### src/rtl/core/blc_pkg.sv
`timescale 1ns / 1ps
`default_nettype none

package blc_pkg;

  // Field widths of the line rasterizer.
  localparam int CoordBits = 16;
  localparam int ColorBits = 24;
  localparam int DimBits   = 13;
  localparam int IndexBits = 24;
  localparam int SpanBits  = CoordBits + 1;
  localparam int ErrBits   = CoordBits + 3;
  localparam int StepBits  = 2;
  localparam int CmpBits   = (CoordBits > DimBits) ? CoordBits + 1 : DimBits + 1;

  // Configuration port.
  localparam int CfgIdxBits = 1;

  // Frame size after reset.
  localparam logic [DimBits-1:0] FrameWidthRst  = DimBits'(2000);
  localparam logic [DimBits-1:0] FrameHeightRst = DimBits'(1500);

  // Command queue between the front and the back.
  localparam int FifoDepth = 2;
  localparam int PtrBits   = (FifoDepth > 1) ? $clog2(FifoDepth) : 1;
  localparam int CntBits   = $clog2(FifoDepth + 1);

  typedef enum logic {
    FuncStart = 1'b0,
    FuncStep  = 1'b1
  } func_e;

  typedef enum logic [CfgIdxBits-1:0] {
    RegFrameWidth  = 1'b0,
    RegFrameHeight = 1'b1
  } reg_e;

  typedef logic signed [CoordBits-1:0] coord_t;
  typedef logic signed [StepBits-1:0]  step_t;
  typedef logic [SpanBits-1:0]         span_t;
  typedef logic signed [ErrBits-1:0]   err_t;
  typedef logic [ColorBits-1:0]        color_t;
  typedef logic [DimBits-1:0]          dim_t;

  localparam step_t StepZero = 2'sb00;
  localparam step_t StepPos  = 2'sb01;
  localparam step_t StepNeg  = 2'sb11;

  // One classified command as it travels through the queue.
  typedef struct packed {
    logic   is_start;
    coord_t cur_x;
    coord_t cur_y;
    coord_t tgt_x;
    coord_t tgt_y;
    step_t  step_x;
    step_t  step_y;
    span_t  span_x;
    span_t  span_y;
    logic   x_major;
    color_t color;
    logic   run;
  } cmd_t;

  // Queue status seen by the front and the back.
  typedef struct packed {
    logic full;
    logic empty;
  } fifo_stat_t;

endpackage

`default_nettype wire

### src/rtl/core/blc_if.sv
`timescale 1ns / 1ps
`default_nettype none

// Input items: start or step commands.
interface blc_in_if;
  logic                          valid;
  logic                          ready;
  logic                          func;
  logic signed [blc_pkg::CoordBits-1:0] start_x;
  logic signed [blc_pkg::CoordBits-1:0] start_y;
  logic signed [blc_pkg::CoordBits-1:0] end_x;
  logic signed [blc_pkg::CoordBits-1:0] end_y;
  logic [blc_pkg::ColorBits-1:0] line_color;

  modport source (output valid, func, start_x, start_y, end_x, end_y, line_color,
                  input ready);
  modport sink (input valid, func, start_x, start_y, end_x, end_y, line_color,
                output ready);
endinterface

// Result items: one pixel or an empty result.
interface blc_out_if;
  logic                          valid;
  logic                          ready;
  logic                          pixel_valid;
  logic signed [blc_pkg::CoordBits-1:0] pixel_x;
  logic signed [blc_pkg::CoordBits-1:0] pixel_y;
  logic                          in_frame;
  logic [blc_pkg::IndexBits-1:0] pixel_index;
  logic [blc_pkg::ColorBits-1:0] pixel_color;
  logic                          last;

  modport source (output valid, pixel_valid, pixel_x, pixel_y, in_frame, pixel_index,
                  pixel_color, last, input ready);
  modport sink (input valid, pixel_valid, pixel_x, pixel_y, in_frame, pixel_index,
                pixel_color, last, output ready);
endinterface

// Register writes.
interface blc_cfg_if;
  logic                           valid;
  logic                           ready;
  logic [blc_pkg::CfgIdxBits-1:0] index;
  logic [blc_pkg::DimBits-1:0]    data;

  modport source (output valid, index, data, input ready);
  modport sink (input valid, index, data, output ready);
endinterface

`default_nettype wire

### src/rtl/core/blc_front.sv
`timescale 1ns / 1ps
`default_nettype none

module blc_front (
  blc_in_if.sink              in_i,
  input  blc_pkg::fifo_stat_t stat_i,
  output logic                push_o,
  output blc_pkg::cmd_t       cmd_o
);

  logic signed [blc_pkg::SpanBits-1:0] dx;
  logic signed [blc_pkg::SpanBits-1:0] dy;
  blc_pkg::span_t                      span_x;
  blc_pkg::span_t                      span_y;

  // Accept whenever the queue has room.
  assign in_i.ready = !stat_i.full;
  assign push_o     = in_i.valid && !stat_i.full;

  // Signed deltas between the endpoints.
  assign dx = blc_pkg::SpanBits'(in_i.end_x) - blc_pkg::SpanBits'(in_i.start_x);
  assign dy = blc_pkg::SpanBits'(in_i.end_y) - blc_pkg::SpanBits'(in_i.start_y);

  assign span_x = dx[blc_pkg::SpanBits-1] ? blc_pkg::span_t'(-dx) : blc_pkg::span_t'(dx);
  assign span_y = dy[blc_pkg::SpanBits-1] ? blc_pkg::span_t'(-dy) : blc_pkg::span_t'(dy);

  // Classify the item and precompute the walk setup for a start.
  always_comb begin
    cmd_o.is_start = (in_i.func == blc_pkg::FuncStart);
    cmd_o.cur_x    = in_i.start_x;
    cmd_o.cur_y    = in_i.start_y;
    cmd_o.tgt_x    = in_i.end_x;
    cmd_o.tgt_y    = in_i.end_y;
    cmd_o.span_x   = span_x;
    cmd_o.span_y   = span_y;
    cmd_o.x_major  = (span_x >= span_y);
    cmd_o.color    = in_i.line_color;
    cmd_o.run      = (dx != '0) || (dy != '0);
    if (dx == '0) begin
      cmd_o.step_x = blc_pkg::StepZero;
    end else if (dx[blc_pkg::SpanBits-1]) begin
      cmd_o.step_x = blc_pkg::StepNeg;
    end else begin
      cmd_o.step_x = blc_pkg::StepPos;
    end
    if (dy == '0) begin
      cmd_o.step_y = blc_pkg::StepZero;
    end else if (dy[blc_pkg::SpanBits-1]) begin
      cmd_o.step_y = blc_pkg::StepNeg;
    end else begin
      cmd_o.step_y = blc_pkg::StepPos;
    end
  end

endmodule

`default_nettype wire

### src/rtl/core/blc_fifo.sv
`timescale 1ns / 1ps
`default_nettype none

module blc_fifo (
  input  logic                clk_i,
  input  logic                rst_ni,
  input  logic                push_i,
  input  blc_pkg::cmd_t       cmd_i,
  input  logic                pop_i,
  output blc_pkg::cmd_t       cmd_o,
  output blc_pkg::fifo_stat_t stat_o
);

  blc_pkg::cmd_t                  mem_q [blc_pkg::FifoDepth];
  logic [blc_pkg::PtrBits-1:0]    wr_ptr_q, wr_ptr_d;
  logic [blc_pkg::PtrBits-1:0]    rd_ptr_q, rd_ptr_d;
  logic [blc_pkg::CntBits-1:0]    count_q, count_d;
  logic                           do_push;
  logic                           do_pop;

  assign stat_o.full  = (count_q == blc_pkg::CntBits'(blc_pkg::FifoDepth));
  assign stat_o.empty = (count_q == '0);
  assign do_push      = push_i && !stat_o.full;
  assign do_pop       = pop_i && !stat_o.empty;
  assign cmd_o        = mem_q[rd_ptr_q];

  // Pointer and fill count update.
  always_comb begin
    wr_ptr_d = wr_ptr_q;
    rd_ptr_d = rd_ptr_q;
    count_d  = count_q;
    if (do_push) begin
      wr_ptr_d = (wr_ptr_q == blc_pkg::PtrBits'(blc_pkg::FifoDepth - 1)) ? '0 :
                 wr_ptr_q + 1'b1;
    end
    if (do_pop) begin
      rd_ptr_d = (rd_ptr_q == blc_pkg::PtrBits'(blc_pkg::FifoDepth - 1)) ? '0 :
                 rd_ptr_q + 1'b1;
    end
    if (do_push && !do_pop) begin
      count_d = count_q + 1'b1;
    end else if (do_pop && !do_push) begin
      count_d = count_q - 1'b1;
    end
  end

  always_ff @(posedge clk_i or negedge rst_ni) begin
    if (!rst_ni) begin
      wr_ptr_q <= '0;
      rd_ptr_q <= '0;
      count_q  <= '0;
    end else begin
      wr_ptr_q <= wr_ptr_d;
      rd_ptr_q <= rd_ptr_d;
      count_q  <= count_d;
    end
  end

  // Entry storage.
  always_ff @(posedge clk_i) begin
    if (do_push) begin
      mem_q[wr_ptr_q] <= cmd_i;
    end
  end

  // The fill count never passes the depth.
  a_count_bound: assert property (@(posedge clk_i) disable iff (!rst_ni)
    count_q <= blc_pkg::CntBits'(blc_pkg::FifoDepth))
    else $error("command queue overfilled");

  // The back never pops an empty queue.
  a_pop_nonempty: assert property (@(posedge clk_i) disable iff (!rst_ni)
    pop_i |-> !stat_o.empty)
    else $error("pop from empty command queue");

endmodule

`default_nettype wire

### src/rtl/core/blc_back.sv
`timescale 1ns / 1ps
`default_nettype none

module blc_back (
  input  logic                clk_i,
  input  logic                rst_ni,
  input  blc_pkg::cmd_t       cmd_i,
  input  blc_pkg::fifo_stat_t stat_i,
  output logic                pop_o,
  input  blc_pkg::dim_t       frame_width_i,
  input  blc_pkg::dim_t       frame_height_i,
  blc_out_if.source           out_o
);

  // Walk state.
  blc_pkg::coord_t cur_x_q, cur_x_d;
  blc_pkg::coord_t cur_y_q, cur_y_d;
  blc_pkg::coord_t tgt_x_q, tgt_x_d;
  blc_pkg::coord_t tgt_y_q, tgt_y_d;
  blc_pkg::step_t  step_x_q, step_x_d;
  blc_pkg::step_t  step_y_q, step_y_d;
  blc_pkg::span_t  span_x_q, span_x_d;
  blc_pkg::span_t  span_y_q, span_y_d;
  blc_pkg::err_t   err_q, err_d;
  logic            x_major_q, x_major_d;
  blc_pkg::color_t color_q, color_d;
  logic            running_q, running_d;

  // Walk stage result.
  logic            s1_v_q;
  logic            s1_pix_q, s1_pix_d;
  blc_pkg::coord_t s1_x_q, s1_x_d;
  blc_pkg::coord_t s1_y_q, s1_y_d;
  logic            s1_last_q, s1_last_d;
  blc_pkg::color_t s1_color_q, s1_color_d;

  // Output register.
  logic                          out_v_q;
  logic                          out_pix_q;
  blc_pkg::coord_t               out_x_q, out_y_q;
  logic                          out_in_frame_q, out_in_frame_d;
  logic [blc_pkg::IndexBits-1:0] out_index_q, out_index_d;
  blc_pkg::color_t               out_color_q;
  logic                          out_last_q;

  logic                          out_adv;
  logic                          s1_adv;
  logic                          at_end;
  blc_pkg::span_t                minor_span;
  blc_pkg::span_t                major_span;
  blc_pkg::err_t                 err_sum;
  logic signed [blc_pkg::ErrBits:0] err_twice;
  logic                          minor_step;
  logic [blc_pkg::CmpBits-1:0]   ux, uy, uw, uh;
  logic [blc_pkg::IndexBits-1:0] ix, iy, iw;

  // Pipeline flow: each stage moves when the one after it has room.
  assign out_adv = !out_v_q || out_o.ready;
  assign s1_adv  = !s1_v_q || out_adv;
  assign pop_o   = !stat_i.empty && s1_adv;

  // Error term arithmetic for one step along the major axis.
  assign at_end     = x_major_q ? (cur_x_q == tgt_x_q) : (cur_y_q == tgt_y_q);
  assign minor_span = x_major_q ? span_y_q : span_x_q;
  assign major_span = x_major_q ? span_x_q : span_y_q;
  assign err_sum    = err_q + $signed(blc_pkg::ErrBits'(minor_span));
  assign err_twice  = {err_sum, 1'b0};
  assign minor_step = err_twice >= $signed((blc_pkg::ErrBits + 1)'(major_span));

  // Walk: load a new line or produce the next pixel; a start, or a step with no line running, gives an empty result.
  always_comb begin
    cur_x_d    = cur_x_q;
    cur_y_d    = cur_y_q;
    tgt_x_d    = tgt_x_q;
    tgt_y_d    = tgt_y_q;
    step_x_d   = step_x_q;
    step_y_d   = step_y_q;
    span_x_d   = span_x_q;
    span_y_d   = span_y_q;
    err_d      = err_q;
    x_major_d  = x_major_q;
    color_d    = color_q;
    running_d  = running_q;
    s1_pix_d   = 1'b0;
    s1_x_d     = '0;
    s1_y_d     = '0;
    s1_last_d  = 1'b0;
    s1_color_d = '0;
    if (cmd_i.is_start) begin
      cur_x_d   = cmd_i.cur_x;
      cur_y_d   = cmd_i.cur_y;
      tgt_x_d   = cmd_i.tgt_x;
      tgt_y_d   = cmd_i.tgt_y;
      step_x_d  = cmd_i.step_x;
      step_y_d  = cmd_i.step_y;
      span_x_d  = cmd_i.span_x;
      span_y_d  = cmd_i.span_y;
      err_d     = '0;
      x_major_d = cmd_i.x_major;
      color_d   = cmd_i.color;
      running_d = cmd_i.run;
    end else if (running_q) begin
      s1_pix_d   = 1'b1;
      s1_color_d = color_q;
      if (at_end) begin
        s1_x_d    = tgt_x_q;
        s1_y_d    = tgt_y_q;
        s1_last_d = 1'b1;
        running_d = 1'b0;
      end else begin
        s1_x_d = cur_x_q;
        s1_y_d = cur_y_q;
        err_d  = minor_step ? err_sum - $signed(blc_pkg::ErrBits'(major_span)) : err_sum;
        if (x_major_q) begin
          cur_x_d = cur_x_q + blc_pkg::CoordBits'(step_x_q);
          if (minor_step) begin
            cur_y_d = cur_y_q + blc_pkg::CoordBits'(step_y_q);
          end
        end else begin
          cur_y_d = cur_y_q + blc_pkg::CoordBits'(step_y_q);
          if (minor_step) begin
            cur_x_d = cur_x_q + blc_pkg::CoordBits'(step_x_q);
          end
        end
      end
    end
  end

  always_ff @(posedge clk_i or negedge rst_ni) begin
    if (!rst_ni) begin
      cur_x_q   <= '0;
      cur_y_q   <= '0;
      tgt_x_q   <= '0;
      tgt_y_q   <= '0;
      step_x_q  <= blc_pkg::StepZero;
      step_y_q  <= blc_pkg::StepZero;
      span_x_q  <= '0;
      span_y_q  <= '0;
      err_q     <= '0;
      x_major_q <= 1'b0;
      color_q   <= '0;
      running_q <= 1'b0;
    end else if (pop_o) begin
      cur_x_q   <= cur_x_d;
      cur_y_q   <= cur_y_d;
      tgt_x_q   <= tgt_x_d;
      tgt_y_q   <= tgt_y_d;
      step_x_q  <= step_x_d;
      step_y_q  <= step_y_d;
      span_x_q  <= span_x_d;
      span_y_q  <= span_y_d;
      err_q     <= err_d;
      x_major_q <= x_major_d;
      color_q   <= color_d;
      running_q <= running_d;
    end
  end

  // Walk stage register.
  always_ff @(posedge clk_i or negedge rst_ni) begin
    if (!rst_ni) begin
      s1_v_q <= 1'b0;
    end else if (s1_adv) begin
      s1_v_q <= pop_o;
    end
  end

  always_ff @(posedge clk_i) begin
    if (pop_o) begin
      s1_pix_q   <= s1_pix_d;
      s1_x_q     <= s1_x_d;
      s1_y_q     <= s1_y_d;
      s1_last_q  <= s1_last_d;
      s1_color_q <= s1_color_d;
    end
  end

  // Clipping and frame-buffer index.
  assign ux = blc_pkg::CmpBits'($unsigned(s1_x_q));
  assign uy = blc_pkg::CmpBits'($unsigned(s1_y_q));
  assign uw = blc_pkg::CmpBits'(frame_width_i);
  assign uh = blc_pkg::CmpBits'(frame_height_i);
  assign ix = blc_pkg::IndexBits'($unsigned(s1_x_q));
  assign iy = blc_pkg::IndexBits'($unsigned(s1_y_q));
  assign iw = blc_pkg::IndexBits'(frame_width_i);

  always_comb begin
    out_in_frame_d = s1_pix_q && !s1_x_q[blc_pkg::CoordBits-1] &&
                     !s1_y_q[blc_pkg::CoordBits-1] && (ux < uw) && (uy < uh);
    out_index_d    = out_in_frame_d ? (iy * iw + ix) : '0;
  end

  // Output register.
  always_ff @(posedge clk_i or negedge rst_ni) begin
    if (!rst_ni) begin
      out_v_q <= 1'b0;
    end else if (out_adv) begin
      out_v_q <= s1_v_q;
    end
  end

  always_ff @(posedge clk_i) begin
    if (out_adv && s1_v_q) begin
      out_pix_q      <= s1_pix_q;
      out_x_q        <= s1_x_q;
      out_y_q        <= s1_y_q;
      out_in_frame_q <= out_in_frame_d;
      out_index_q    <= out_index_d;
      out_color_q    <= s1_color_q;
      out_last_q     <= s1_last_q;
    end
  end

  assign out_o.valid       = out_v_q;
  assign out_o.pixel_valid = out_pix_q;
  assign out_o.pixel_x     = out_x_q;
  assign out_o.pixel_y     = out_y_q;
  assign out_o.in_frame    = out_in_frame_q;
  assign out_o.pixel_index = out_index_q;
  assign out_o.pixel_color = out_color_q;
  assign out_o.last        = out_last_q;

  // An empty result carries all-zero fields.
  a_empty_zero: assert property (@(posedge clk_i) disable iff (!rst_ni)
    (out_o.valid && !out_o.pixel_valid) |->
      (out_o.pixel_x == '0 && out_o.pixel_y == '0 && out_o.pixel_color == '0 &&
       !out_o.last && !out_o.in_frame))
    else $error("empty result with nonzero fields");

  // A clipped pixel never carries an index.
  a_clip_index: assert property (@(posedge clk_i) disable iff (!rst_ni)
    (out_o.valid && !out_o.in_frame) |-> (out_o.pixel_index == '0))
    else $error("index on a clipped pixel");

  // The end pixel closes the line.
  a_end_stops: assert property (@(posedge clk_i) disable iff (!rst_ni)
    (pop_o && !cmd_i.is_start && running_q && at_end) |=> (!running_q && s1_last_q))
    else $error("line still active after its end pixel");

endmodule

`default_nettype wire

### src/rtl/core/bresenham_line_clipped_unit.sv
`timescale 1ns / 1ps
`default_nettype none
// An accepted item passes through the command queue, the walk stage register and the output register.
// Throughput: one item per cycle while the output is not stalled, set by the walk update in the back end.
// A two-entry command queue lets the input side keep accepting while the output stalls.
// Reset (asynchronous, active low) empties the pipeline, stops any line in progress and
// sets the frame to 2000 by 1500 pixels; no clearing pass is needed.

module bresenham_line_clipped_unit (
  input  logic       clk_i,
  input  logic       rst_ni,
  blc_in_if.sink     in_i,
  blc_out_if.source  out_o,
  blc_cfg_if.sink    cfg_i
);

  blc_pkg::dim_t       frame_width_q;
  blc_pkg::dim_t       frame_height_q;
  blc_pkg::cmd_t       front_cmd;
  blc_pkg::cmd_t       head_cmd;
  blc_pkg::fifo_stat_t fifo_stat;
  logic                push;
  logic                pop;

  // Frame registers; writes are always taken.
  assign cfg_i.ready = 1'b1;

  always_ff @(posedge clk_i or negedge rst_ni) begin
    if (!rst_ni) begin
      frame_width_q  <= blc_pkg::FrameWidthRst;
      frame_height_q <= blc_pkg::FrameHeightRst;
    end else if (cfg_i.valid) begin
      unique case (cfg_i.index)
        blc_pkg::RegFrameWidth:  frame_width_q  <= cfg_i.data;
        blc_pkg::RegFrameHeight: frame_height_q <= cfg_i.data;
        default: ;
      endcase
    end
  end

  // Front end: accept and classify items.
  blc_front u_front (
    .in_i   (in_i),
    .stat_i (fifo_stat),
    .push_o (push),
    .cmd_o  (front_cmd)
  );

  // Command queue.
  blc_fifo u_fifo (
    .clk_i  (clk_i),
    .rst_ni (rst_ni),
    .push_i (push),
    .cmd_i  (front_cmd),
    .pop_i  (pop),
    .cmd_o  (head_cmd),
    .stat_o (fifo_stat)
  );

  // Back end: line walk, clipping and result register.
  blc_back u_back (
    .clk_i          (clk_i),
    .rst_ni         (rst_ni),
    .cmd_i          (head_cmd),
    .stat_i         (fifo_stat),
    .pop_o          (pop),
    .frame_width_i  (frame_width_q),
    .frame_height_i (frame_height_q),
    .out_o          (out_o)
  );

endmodule

`default_nettype wire

### src/flat_wrapper.sv
// flat-port wrapper written by rule: the top's interface ports become plain ports
module bresenham_line_clipped_unit_flat 
  (clk_i, rst_ni, in_i_valid, in_i_func, in_i_start_x, in_i_start_y, in_i_end_x, in_i_end_y, in_i_line_color, in_i_ready, out_o_valid, out_o_pixel_valid, out_o_pixel_x, out_o_pixel_y, out_o_in_frame, out_o_pixel_index, out_o_pixel_color, out_o_last, out_o_ready, cfg_i_valid, cfg_i_index, cfg_i_data, cfg_i_ready);
  blc_in_if in_i_i ();
  blc_out_if out_o_i ();
  blc_cfg_if cfg_i_i ();
  input  logic clk_i;
  input  logic rst_ni;
  input wire logic [$bits(in_i_i.valid)-1:0] in_i_valid;
  input wire logic [$bits(in_i_i.func)-1:0] in_i_func;
  input wire logic [$bits(in_i_i.start_x)-1:0] in_i_start_x;
  input wire logic [$bits(in_i_i.start_y)-1:0] in_i_start_y;
  input wire logic [$bits(in_i_i.end_x)-1:0] in_i_end_x;
  input wire logic [$bits(in_i_i.end_y)-1:0] in_i_end_y;
  input wire logic [$bits(in_i_i.line_color)-1:0] in_i_line_color;
  output wire logic [$bits(in_i_i.ready)-1:0] in_i_ready;
  output wire logic [$bits(out_o_i.valid)-1:0] out_o_valid;
  output wire logic [$bits(out_o_i.pixel_valid)-1:0] out_o_pixel_valid;
  output wire logic [$bits(out_o_i.pixel_x)-1:0] out_o_pixel_x;
  output wire logic [$bits(out_o_i.pixel_y)-1:0] out_o_pixel_y;
  output wire logic [$bits(out_o_i.in_frame)-1:0] out_o_in_frame;
  output wire logic [$bits(out_o_i.pixel_index)-1:0] out_o_pixel_index;
  output wire logic [$bits(out_o_i.pixel_color)-1:0] out_o_pixel_color;
  output wire logic [$bits(out_o_i.last)-1:0] out_o_last;
  input wire logic [$bits(out_o_i.ready)-1:0] out_o_ready;
  input wire logic [$bits(cfg_i_i.valid)-1:0] cfg_i_valid;
  input wire logic [$bits(cfg_i_i.index)-1:0] cfg_i_index;
  input wire logic [$bits(cfg_i_i.data)-1:0] cfg_i_data;
  output wire logic [$bits(cfg_i_i.ready)-1:0] cfg_i_ready;
  assign in_i_i.valid = in_i_valid;
  assign in_i_i.func = in_i_func;
  assign in_i_i.start_x = in_i_start_x;
  assign in_i_i.start_y = in_i_start_y;
  assign in_i_i.end_x = in_i_end_x;
  assign in_i_i.end_y = in_i_end_y;
  assign in_i_i.line_color = in_i_line_color;
  assign in_i_ready = in_i_i.ready;
  assign out_o_valid = out_o_i.valid;
  assign out_o_pixel_valid = out_o_i.pixel_valid;
  assign out_o_pixel_x = out_o_i.pixel_x;
  assign out_o_pixel_y = out_o_i.pixel_y;
  assign out_o_in_frame = out_o_i.in_frame;
  assign out_o_pixel_index = out_o_i.pixel_index;
  assign out_o_pixel_color = out_o_i.pixel_color;
  assign out_o_last = out_o_i.last;
  assign out_o_i.ready = out_o_ready;
  assign cfg_i_i.valid = cfg_i_valid;
  assign cfg_i_i.index = cfg_i_index;
  assign cfg_i_i.data = cfg_i_data;
  assign cfg_i_ready = cfg_i_i.ready;
  bresenham_line_clipped_unit u_core (.clk_i(clk_i), .rst_ni(rst_ni), .in_i(in_i_i), .out_o(out_o_i), .cfg_i(cfg_i_i));
endmodule
### config.mk
export PLATFORM = sky130hd
export DESIGN_NAME = bresenham_line_clipped_unit_flat
export DESIGN_NICKNAME = d
export VERILOG_FILES = /design/src/rtl/core/blc_pkg.sv /design/src/rtl/core/blc_if.sv /design/src/rtl/core/blc_front.sv /design/src/rtl/core/blc_fifo.sv /design/src/rtl/core/blc_back.sv /design/src/rtl/core/bresenham_line_clipped_unit.sv /design/src/flat_wrapper.sv
export SDC_FILE = /design/constraint.sdc
export NUM_CORES = 1
export LEC_CHECK = 0
export ABC_CLOCK_PERIOD_IN_PS = 6700
export BUFFER_PORTS_ARGS = -buffer_cell sky130_fd_sc_hd__buf_4
export CORE_UTILIZATION = 56
export CTS_CLUSTER_SIZE = 20
export DETAILED_ROUTE_END_ITERATION = 6
export GPL_TIMING_DRIVEN = 0
export PLACE_DENSITY = 0.77
export SKIP_CTS_REPAIR_TIMING = 1
export SLEW_MARGIN = 15
export SYNTH_ARGS = -nofsm -noshare
export SYNTH_HDL_FRONTEND = slang
export SYNTH_SLANG_ARGS = --single-unit
export TNS_END_PERCENT = 50
### constraint.sdc
create_clock -name clk_i -period 6.7 [get_ports clk_i]
set_input_delay 0 -clock clk_i [delete_from_list [all_inputs] [get_ports clk_i]]
set_output_delay 0 -clock clk_i [all_outputs]
set_load 0.02 [all_outputs]
-- Yosys cells after proc, flatten, opt, wreduce, memory -nomap -nowiden
Memory sizes are Yosys's and may differ from the RTL's.
Cells that the tools add are included.
- memories kept: 1
- bits in writable memories: 258
- flip-flop bits (word level): 320
- word-level logic and storage cells: 131
- output and inout port bits: 86
- bits of input ports: 108
- multiply operators: 1
- bitwise operators: 3
- eq/ne operators: 5
- reductions and logical operators: 37
- order comparisons: 4
- multiplexer cells: 36
- add/sub/neg operators: 13
- memory list (name ; depth ; bits a word ; rd ports ; clocked after Yosys merged registers in ; write ports ; line ; text):
    u_core.u_fifo.mem_q ; 2 ; 129 ; 1 ; 0 ; 1 ; blc_fifo.sv:14 ; blc_pkg::cmd_t mem_q [blc_pkg::FifoDepth];
- operator list (kind ; number):
    $mux W16 ; 12
    $mux W19 ; 4
    $mux W17 ; 4
    $logic_not A17 Y1 ; 2
    $neg A17 Y17 ; 2
    $reduce_bool A17 Y1 ; 2
    $sub A16 B16 Y17 ; 2
    $add A16 B2 Y16 ; 2
    $eq A16 B16 Y1 ; 2
    $lt A16 B13 Y1 ; 2
    $add A24 B16 Y24 ; 1
    $mul A16 B13 Y24 ; 1
    $ge A20 B18 Y1 ; 1
    $add A19 B18 Y19 ; 1
    $sub A19 B18 Y19 ; 1
    $ge A17 B17 Y1 ; 1
    $mux W2 ; 6
    $logic_and A1 B1 Y1 ; 11
    $mux W1 ; 10
    $logic_not A1 Y1 ; 8
    $reduce_and A4 Y1 ; 2
    $reduce_and A2 Y1 ; 3
    $reduce_bool A2 Y1 ; 2
    $logic_or A1 B1 Y1 ; 3
    11 further kinds ; 14

-- Longest topological paths before layout
Gate-level depths: netlist of the first run.
- depth in word-level cells: 8
- gate-level depth with buffers: 23
- gate-level depth less buffers: 22

-- Hierarchy
From an unflattened synthesis of the first run, not the netlist that was laid out.
- cell total of the unflattened synthesis: 3101
- area total of the unflattened synthesis: 36563.8 µm²
- by module, submodules not included (module ; seq. area each (µm²) ; area an instance (µm²) ; cells an instance ; times used):
    blc_back ; 7962.6 ; 22360.2 ; 2107 ; 1
    blc_fifo ; 7847.5 ; 9531.6 ; 420 ; 1
    blc_front ; 0.0 ; 3621.0 ; 516 ; 1
    bresenham_line_clipped_unit ; 666.9 ; 1051.0 ; 58 ; 1

-- Least setup slack after synthesis of the first run
OpenSTA, ideal clock, no wires.
- path type: register to register
- start point: register u_core.u_fifo.count_q[0] (netlist bit)
- end point: memory u_core.u_fifo.mem_q[0][0] (netlist bit), enable pin
- required time: 6081 ps
- cell stages (with the launch flop): 4
- slack: -98 ps
- arrival time: 6179 ps
- clock period less this slack: 6798 ps
- library setup time: 619 ps
- buffers on the path: 0
- cell sequence: dfrtp_1 > nand2b_1 > nand2_1 > nor2_1
- word-level cells in the longest chain between the ends: 6
- RTL lines (what ; line ; text):
    start, declared ; blc_fifo.sv:17 ; logic [blc_pkg::CntBits-1:0] count_q, count_d;
    start signal, assigned ; blc_fifo.sv:55 ; count_q <= count_d;
    $eq A2 B2 Y1 (*) ; blc_fifo.sv:21 ; assign stat_o.full = (count_q == blc_pkg::CntBits'(blc_pkg::FifoDepth));
    $logic_not A1 Y1 (*) ; -- ;
    via in_i_ready ; flat_wrapper.sv:16 ; output wire logic [$bits(in_i_i.ready)-1:0] in_i_ready;
    $logic_and A1 B1 Y1 ; blc_front.sv:18 ; assign push_o = in_i.valid && !stat_i.full;
    $logic_and A1 B1 Y1 (*) ; blc_fifo.sv:23 ; assign do_push = push_i && !stat_o.full;
    $mux W1 (*) ; blc_fifo.sv:61 ; if (do_push) begin
    $mux W1 (not written as such) (*) ; blc_fifo.sv:62 ; mem_q[wr_ptr_q] <= cmd_i;
    end, declared ; blc_fifo.sv:14 ;
Mark *: on every way through the listed nets, which the timed path passes. The rest lies on a longest branch.

-- Worst setup path after layout of the first run
- start point: register u_core.u_back.s1_y_q[3]
- end point: register u_core.u_back.out_index_q (netlist bit u_core.u_back.out_o.pixel_index[23]), data pin
- word-level cells in the longest chain between the ends: 2
- elaborated cells between the ends (all ways): 4
- those cells by class: add/sub (1); mul (1); order compare (1); reduce/logical (1)
- RTL lines (what ; line ; text):
    start, declared ; blc_back.sv:33 ; blc_pkg::coord_t s1_y_q, s1_y_d;
    start signal, assigned ; blc_back.sv:172 ; s1_y_q <= s1_y_d;
    $mul A16 B13 Y24 / $lt A16 B13 Y1 (equally long branches) ; blc_back.sv:190, blc_back.sv:189 ;
    $add A24 B16 Y24 / $logic_and A1 B1 Y1 (equally long branches) ; blc_back.sv:190, blc_back.sv:189 ;
    end signal, assigned ; blc_back.sv:208 ; out_index_q <= out_index_d;
    end, declared ; blc_back.sv:42 ; logic [blc_pkg::IndexBits-1:0] out_index_q, out_index_d;
Several ways; a longest one is shown, not always the timed one.
A chain may end at the register's enable or synchronous reset.

==> flow_summary_export.csv, run 1 <==
group,metric,value,unit
layout,drive_gt1_frac,0.119,
timing,hold_violations,0,
synthesis,synth.distinct_cells,88,
drt,wirelength,95900,um
synthesis,yosysTopAreaCellShare,0.340,
synthesis,synth_area_leader_cell,"edfxtp_1",
critical_path,crit_type,"reg -> reg",
grt,grt_pass1_vias,25500,
synthesis,syn_area,0.0352,mm^2
cts,clkSlewWorstSetupHoldPaths,0.06,ns
timing,timing.hold.ws,0.0903,ns
synthesis,synth_async_sr_flop_share,0.310,
timing,setup_viol,0,
drt,via_per_inst,5.83,
cts,clock_latency,0.65,ns
floorplanning,initial_core_util,0.569,
synthesis,syn_avg_cell_area,11.3,um^2
synthesis,synth_seq_cells,578,
critical_path,crit_required,7.10,ns
critical_path,cp.arrival,6.94,ns
timing,max_freq,153,MHz
cts,cts.path.max_buffers,3,
floorplanning,chipWidth,253,um
synthesis,ys_warn_count,0,
floorplanning,fp.coreArea,0.0619,mm^2
layout,syn_to_final_growth,17.1,%
timing,fin_crit,6.54,ns
layout,antenna_cells,0,
synthesis,yosysSeqAreaShare,0.468,
timing,fin_skew,0.0129,ns
timing,slew_headroom,0.167,
synthesis,ys_top_cells_by_area,"edfxtp_1 34%, dfrtp_1 12%, fa_1 9.3%",
synthesis,yosysMostFrequentCell,"edfxtp_1",
drt,drc_errors,0,
hold_path,min_path_type,"in -> reg",
grt,track_usage,0.297,
synthesis,synthCells,3117,
drt,ant_nets,0,
synthesis,syn_nets,3612,
layout,nNetsFinal,3993,
cts,cts_tree,"done",
floorplanning,pin_count,194,
grt,grt_pass1_wl,143000,um
synthesis,synth_commonest_cells,"399 x edfxtp_1, 310 x nand2_1, 291 x inv_1, 223 x ha_1, 199 x o21ai_0",
grt,overflow,0,
grt,grt_max_degree,92,
floorplanning,die_y,253,um
synthesis,ys.flop_type,"edfxtp_1",
timing,worst_slew_pin_slew,1.25,ns
cts,root_buffer,"clkbuf_16",
floorplanning,rows,91,
timing,maxSlewViolCount,0,
critical_path,crit_path_start_kind,"flip-flop",
grt,antenna_found_initial,2,
critical_path,cp-end-kind,"flip-flop",
drt,drt_first_pass_iters,5,
drt,drt_iter0_drc,1974,
outcome,status,"finished clean",
cts,clock-sinks,578,
drt,vias,25600,
cts,h-tree-depth,2,
job,maxCapViolations,0,
place,hpwl,72400,um
cts,numCtsBuffers,61,
critical_path,critPathMaxFanout,10,
timing,fin_crit_sh,0.975,
drt,post_drt_wl_per_cell,21.9,um
place,gp_congestion,0.989,
floorplanning,dieArea,0.0639,mm^2
synthesis,synth_edf_count,399,
place,portBuffers,192,
[final cells by class]
cell class / count / area, um^2
clock buffers: 80 / 1670
clock inverters: 36 / 334
inverters: 292 / 1100
multi-input cells: 2133 / 17300
well taps: 837 / 1050
fillers: 4576 / 20700
flip-flops and latches: 578 / 16500
repair buffers: 323 / 2900
plain buffers: 109 / 448
[worst paths after layout]
check | from | to | slack, ns | cells after the start
min reg2reg | u_core.u_back.s1_color_q[9] | u_core.u_back.out_o.pixel_color[9] | 0.42 | 0
min | in_i_end_y[4] | u_core.u_fifo.mem_q[1][68] | 0.09 | 2
max in group asynchronous | rst_ni | u_core.u_back.cur_x_q[11] | 5.43 | 5
max | u_core.u_back.s1_y_q[3] | u_core.u_back.out_o.pixel_index[23] | 0.17 | 17
min in group asynchronous | rst_ni | u_core.u_back.color_q[19] | 0.43 | 4
max reg2reg | u_core.u_back.s1_y_q[3] | u_core.u_back.out_o.pixel_index[23] | 0.17 | 17
[metrics by stage]
stage,utilization,instances,setup WS [ns],area (um^2),TNS (ns)
after floorplan,-,3117,0.762,35200,0
after global placement,0.609,4146,-0.376,37700,-0.843
after detailed placement,0.614,4157,-0.391,38000,-1.04
after CTS,0.646,4273,-0.402,40000,-1.06
after global routing,0.666,4388,-0.0645,41200,-0.120
final,0.666,4388,0.165,41200,0
[layout by cell type (no fill, tap or decap), types with 62 or more instances in the layout]
master	n
edfxtp_1	399
nand2_1	310
inv_1	291
ha_1	223
buf_4	202
o21ai_0	198
mux2i_1	176
dfrtp_1	166
fa_1	164
nor2_1	145
and2_1	125
xnor2_1	115
dlygate4sd3_1	111
a21oi_1	110
clkbuf_1	92
xor2_1	64
clkbuf_16	62
[worst max-delay path, cell delays in order (launching register included)]
cell	delay, ns
edfxtp_1	0.63
clkbuf_1	0.47
and2_1	0.24
fa_1	0.44
fa_1	0.52
fa_1	0.52
fa_1	0.52
fa_1	0.57
inv_1	0.07
fa_1	0.56
inv_1	0.05
ha_1	0.35
nand3_1	0.20
a211oi_2	0.39
nor3_2	0.12
o31ai_2	0.40
xnor2_1	0.17
nor2_1	0.06
[layer usage]
layer / vias up / GRT usage / share of wire
met3: 226 / 0.0388 / 0.066
met1: 12700 / 0.379 / 0.40
met4: 2 / 0.130 / 0.042
li1: 11600 / - / -
met5: - / 0 / 0.00014
met2: 1008 / 0.506 / 0.50
[logic make-up (layout without fill, tap and decap cells)]
logic type	Yosys count	in the layout	share of synthesized area
xor+xnor	180	180	0.0450
other cells	1	1	0.000106
flops	578	578	0.468
buf+inv	406	840	0.0438
simple gates	781	781	0.105
mux	230	230	0.0673
fa+ha+maj	387	387	0.172
compound gates	554	554	0.0985
[registers in the layout, indices dropped and copies added, names as in the netlist, 17 cells and up]
register	count
u_core.u_back.color_q	24
u_core.u_back.err_q	19
u_core.u_back.out_o.pixel_color	24
u_core.u_back.out_o.pixel_index	24
u_core.u_back.s1_color_q	24
u_core.u_back.span_x_q	17
u_core.u_back.span_y_q	17
u_core.u_fifo.mem_q	258
Power of run 1 is not shown: default switching activity piles up to over one toggle a cycle in this logic, so the estimate is an artifact.
==> run 2: changes to the inputs <==
--- a/config.mk
+++ b/config.mk
@@ -7,6 +7,7 @@
 export LEC_CHECK = 0
 export ABC_CLOCK_PERIOD_IN_PS = 6700
 export BUFFER_PORTS_ARGS = -buffer_cell sky130_fd_sc_hd__buf_4
+export CORE_ASPECT_RATIO = 1.4
 export CORE_UTILIZATION = 56
 export CTS_CLUSTER_SIZE = 20
 export DETAILED_ROUTE_END_ITERATION = 6
==> run 2 against run 1 <==
The flow now finishes with violations (DRC, hold timing). Count of clock-buffer cells in the layout fell by 11. Flip-flop and latch count did not move. Setup slack got worse by 0.0073 ns. Critical endpoint unchanged. Die area barely moved.
==> flow_summary_export.csv, run 2 (synthesis gave the netlist of run 1 again) <==
group,metric,value,unit
job,maxCapViolations,0,
critical_path,cp.arrival,6.93,ns
timing,setup_tns,0,ns
timing,hold_violations,12,
layout,antenna_cells,0,
floorplanning,pin_count,194,
critical_path,rr_worst_depth,22,
timing,timing.hold.ws,-0.0252,ns
grt,overflow,0,
cts,root_buffer,"clkbuf_16",
critical_path,critPathMaxStageDelay,0.57,ns
timing,fin_crit,6.54,ns
critical_path,crit_type,"reg -> reg",
cts,h-tree-depth,2,
floorplanning,initial_core_util,0.568,
layout,regMostFlops,"u_core.u_fifo.mem_q",
layout,drive_gt1_frac,0.116,
cts,clkSlewWorstSetupHoldPaths,0.07,ns
drt,drt_first_pass_iters,7,
cts,numCtsBuffers,55,
drt,drc_errors,1,
drt,drt_iter0_drc,1449,
timing,maxSlewViolCount,0,
hold_path,min_path_type,"in -> async",
drt,post_drt_wl_per_cell,21.1,um
critical_path,cp-end-kind,"flip-flop",
grt,track_usage,0.279,
place,gp_congestion,0.950,
drt,via_per_inst,5.68,
critical_path,slowest_stage,"edfxtp_1",
floorplanning,dieArea,0.0639,mm^2
critical_path,crit_path_start_kind,"flip-flop",
grt,grt_pass1_vias,24900,
timing,rsz0062_at_grt,"yes",
grt,grt_max_degree,92,
layout,final_cell_mix,"399 x edfxtp_1, 310 x nand2_1, 291 x inv_1, 223 x ha_1, 201 x buf_4",
layout,largest_reg_flops,258,
outcome,status,"finished with violations",
layout,fillers,4591,
layout,nNetsFinal,3984,
cts,clock_latency,0.64,ns
layout,final_common_cell,"edfxtp_1",
outcome,violations,"DRC, hold timing",
floorplanning,die_y,299,um
drt,ant_nets,0,
layout,syn_to_final_growth,16.7,%
timing,fin_skew,0.0395,ns
timing,setup_viol,0,
critical_path,critPathMaxFanout,10,
floorplanning,chipWidth,214,um
cts,clock-sinks,578,
timing,slew_headroom,0.162,
timing,max_freq,153,MHz
drt,vias,24800,
critical_path,crit_required,7.08,ns
timing,worst_slew_pin_slew,1.24,ns
drt,wirelength,92100,um
floorplanning,rows,108,
floorplanning,fp.coreArea,0.0620,mm^2
cts,cts_tree,"done",
place,portBuffers,192,
place,hpwl,69300,um
critical_path,crit_chain,"clkbuf_2 > and2_1 > fa_1 > inv_1 > fa_1 > inv_1 > fa_1 > inv_1 > fa_1 > inv_1 > fa_1 > inv_1 > fa_1 > inv_1 > ha_1 > o21a_1 > o211ai_1 > a211oi_2 > nor3_2 > o31ai_1 > xnor2_1 > nor2_1",
timing,fin_crit_sh,0.976,
grt,grt_pass1_wl,136000,um
cts,cts.path.max_buffers,3,
grt,antenna_found_initial,0,
[run 2: changes by cell type in the layout (fill, tap and decap cells not counted), sizes merged]
cell,previous run,this run
dlygate4sd3,111,109
buf,227,224
clkbuf,174,165
clkinvlp,4,7
clkinv,26,16
inv,295,298
bufinv,3,6
[run 2: stage by stage]
step | setup WS (ns) | hold slack, ns | cell area [um^2] | std cells | utilization
3_3_place_gp | -0.341 | 0.186 | 37700 | 4134 | 0.608
4_1_cts | -0.264 | -0.587 | 39900 | 4249 | 0.644
5_1_grt | -0.0911 | 0.0444 | 41100 | 4361 | 0.662
6_report | 0.158 | -0.0252 | 41100 | 4361 | 0.662
3_5_place_dp | -0.277 | 0.0692 | 38000 | 4145 | 0.612
2_1_floorplan | 0.762 | -0.296 | 35200 | 3117 | -
[run 2: critical path: cells and delay by family, from the launching register on]
| family | cells | cell delay (ns) |
|---|---|---|
| AO/OA/AOI/OAI | 4 | 1.18 |
| XOR/XNOR | 1 | 0.15 |
| adder cells (fa/ha/maj) | 7 | 3.37 |
| buffers and inverters | 7 | 0.61 |
| flip-flops | 1 | 0.57 |
| AND/OR/NAND/NOR | 3 | 0.40 |
[run 2: path summary, 6_finish.rpt]
kind	from	to	slack (ns)
setup reg to reg	u_core.u_back.s1_y_q[5]	u_core.u_back.out_o.pixel_index[23]	0.16
max in group asynchronous	rst_ni	u_core.frame_height_q[7]	5.73
setup / recovery	u_core.u_back.s1_y_q[5]	u_core.u_back.out_o.pixel_index[23]	0.16
hold / removal	rst_ni	u_core.u_back.tgt_x_q[0]	-0.03
hold reg to reg	u_core.u_back.s1_color_q[16]	u_core.u_back.out_o.pixel_color[16]	0.41
min in group clk_i	in_i_line_color[6]	u_core.u_fifo.mem_q[1][7]	0.09
[run 2: routing by layer]
layer | vias up | track usage | share of wire
li1 | 11600 | - | -
met1 | 12100 | 0.305 | 0.36
met2 | 808 | 0.518 | 0.53
met3 | 267 | 0.0311 | 0.048
met4 | 0 | 0.168 | 0.067
met5 | - | 0 | 0
[run 2: cell type report]
type,count,area [um^2],area share
tap,825,1030,0.0251
clock inverter,35,423,0.0103
inverter,292,1100,0.0267
buffer,111,448,0.0109
multi-input combinational,2133,17300,0.420
sequential,578,16500,0.401
timing repair buffer,318,2820,0.0687
clock buffer,69,1530,0.0372
Power of run 2 is left out for the same reason.
==> run 3: changes to the inputs <==
--- a/config.mk
+++ b/config.mk
@@ -13,6 +13,7 @@
 export DETAILED_ROUTE_END_ITERATION = 6
 export GPL_TIMING_DRIVEN = 0
 export PLACE_DENSITY = 0.77
+export SETUP_SLACK_MARGIN = 0.2
 export SKIP_CTS_REPAIR_TIMING = 1
 export SLEW_MARGIN = 15
 export SYNTH_ARGS = -nofsm -noshare
==> run 3 against run 2 <==
The run ends with hold timing left. Count of clock-buffer cells in the layout unchanged. First-iteration DRC count up 0.90%. Wire length rose by 0.54%. Critical path depth did not move. Maximum frequency up 3.0%. Core utilization up 0.27 points. Final area up 0.40%. Highest routed layer unchanged. Critical endpoint unchanged. Sequential share of layout area shrank 0.16 points. Register-to-register slack improved by 0.19 ns.
==> flow_summary_export.csv, run 3 (synthesis gave the netlist of run 1 again) <==
group,metric,value,unit
cts,clock_latency,0.64,ns
grt,grt_pass1_vias,24900,
critical_path,cp-end-kind,"flip-flop",
timing,slew_headroom,0.160,
grt,antenna_found_initial,0,
critical_path,cp.arrival,6.74,ns
timing,max_freq,157,MHz
grt,grt_max_degree,92,
drt,ant_nets,0,
timing,timing.hold.ws,-0.0268,ns
critical_path,crit_path_start_kind,"flip-flop",
outcome,violations,"hold timing",
cts,clkSlewWorstSetupHoldPaths,0.07,ns
drt,via_per_inst,5.70,
timing,worst_slew_pin_slew,1.25,ns
floorplanning,initial_core_util,0.568,
drt,vias,24900,
layout,drive_gt1_frac,0.124,
outcome,status,"finished with violations",
critical_path,rr_worst_depth,22,
cts,clock-sinks,578,
job,maxCapViolations,0,
floorplanning,pin_count,194,
grt,grt_pass1_wl,136000,um
timing,rsz0062_at_grt,"yes",
layout,fillers,4569,
drt,wirelength,92600,um
floorplanning,dieArea,0.0639,mm^2
critical_path,crit_type,"reg -> reg",
layout,regMostFlops,"u_core.u_fifo.mem_q",
layout,syn_to_final_growth,17.1,%
cts,root_buffer,"clkbuf_16",
floorplanning,chipWidth,214,um
layout,final_cell_mix,"399 x edfxtp_1, 310 x nand2_1, 291 x inv_1, 223 x ha_1, 212 x buf_4",
drt,drt_iter0_drc,1462,
layout,largest_reg_flops,258,
critical_path,r2r-start,"u_core.u_back.s1_y_q[5]",
place,hpwl,69300,um
cts,cts_tree,"done",
cts,cts.path.max_buffers,3,
place,portBuffers,192,
floorplanning,rows,108,
critical_path,r2r_end,"u_core.u_back.out_o.pixel_index[23]",
timing,fin_crit_sh,0.948,
floorplanning,fp.coreArea,0.0620,mm^2
place,gp_congestion,0.950,
timing,fin_crit,6.35,ns
cts,h-tree-depth,2,
timing,maxSlewViolCount,0,
critical_path,critPathMaxFanout,10,
drt,post_drt_wl_per_cell,21.2,um
drt,drc_errors,0,
layout,nNetsFinal,3995,
layout,antenna_cells,0,
drt,drt_first_pass_iters,6,
layout,final_common_cell,"edfxtp_1",
grt,overflow,0,
cts,numCtsBuffers,55,
hold_path,min_path_type,"in -> async",
timing,setup_tns,0,ns
floorplanning,die_y,299,um
critical_path,cp-startpoint,"u_core.u_back.s1_y_q[5]",
timing,setup_viol,0,
critical_path,crit_required,7.09,ns
timing,hold_violations,12,
critical_path,ff2ff_setup_slack,0.35,ns
grt,track_usage,0.279,
timing,fin_skew,0.0397,ns
-- run 3: cell count changes in the layout (fill, tap and decap cells not counted), sizes merged --
cell | before | now
buf | 224 | 237
clkbuf | 165 | 163
-- run 3: how the worst max path moves through the flow --
stage / depth (start not counted) / end / slack [ns]
after floorplan: 22 / u_core.u_back.out_o.pixel_index[23] / 0.76
final: 22 / u_core.u_back.out_o.pixel_index[23] / 0.35
after CTS: 20 / u_core.u_back.out_o.pixel_index[22] / -0.26
after global routing: 22 / u_core.u_back.out_o.pixel_index[23] / 0.15
after detailed placement: 20 / u_core.u_back.out_o.pixel_index[22] / -0.28
after global placement: 22 / u_core.u_back.out_o.pixel_index[23] / -0.34
-- run 3: metal layers --
metal,share of wire,global-route usage,vias to the layer above
met5,0,0,-
met3,0.044,0.0311,261
met4,0.063,0.168,0
met1,0.36,0.305,12300
met2,0.53,0.518,783
li1,-,-,11600
-- run 3: area by class of cell --
| class | instances | area [um^2] | share of cell area |
|---|---|---|---|
| multi-input combinational | 2133 | 17300 | 0.420 |
| inverter | 292 | 1100 | 0.0266 |
| buffer | 111 | 473 | 0.0115 |
| timing repair buffer | 329 | 2910 | 0.0704 |
| clock inverter | 35 | 423 | 0.0103 |
| sequential | 578 | 16500 | 0.399 |
| tap | 825 | 1030 | 0.0250 |
| clock buffer | 69 | 1530 | 0.0371 |
-- run 3: critical path, stage by stage (launching register included) --
cell	delay [ns]
edfxtp_1	0.58
buf_6	0.24
and2_1	0.16
fa_1	0.54
inv_1	0.06
fa_1	0.52
inv_1	0.05
fa_1	0.49
inv_1	0.05
fa_1	0.47
inv_1	0.05
fa_1	0.53
inv_1	0.05
fa_1	0.49
inv_1	0.05
ha_1	0.34
o21a_1	0.16
o211ai_1	0.20
a211oi_4	0.48
nor3_2	0.10
o31ai_2	0.28
xnor2_1	0.14
nor2_1	0.07
-- run 3: metrics by stage --
stage	util	worst slack (ns)	cells	cell area, um^2
final	0.665	0.347	4372	41300
after global routing	0.665	0.150	4372	41300
after CTS	0.644	-0.264	4249	39900
after detailed placement	0.612	-0.277	4145	38000
after global placement	0.608	-0.341	4134	37700
after floorplan	-	0.762	3117	35200
Power of run 3 is left out for the same reason.
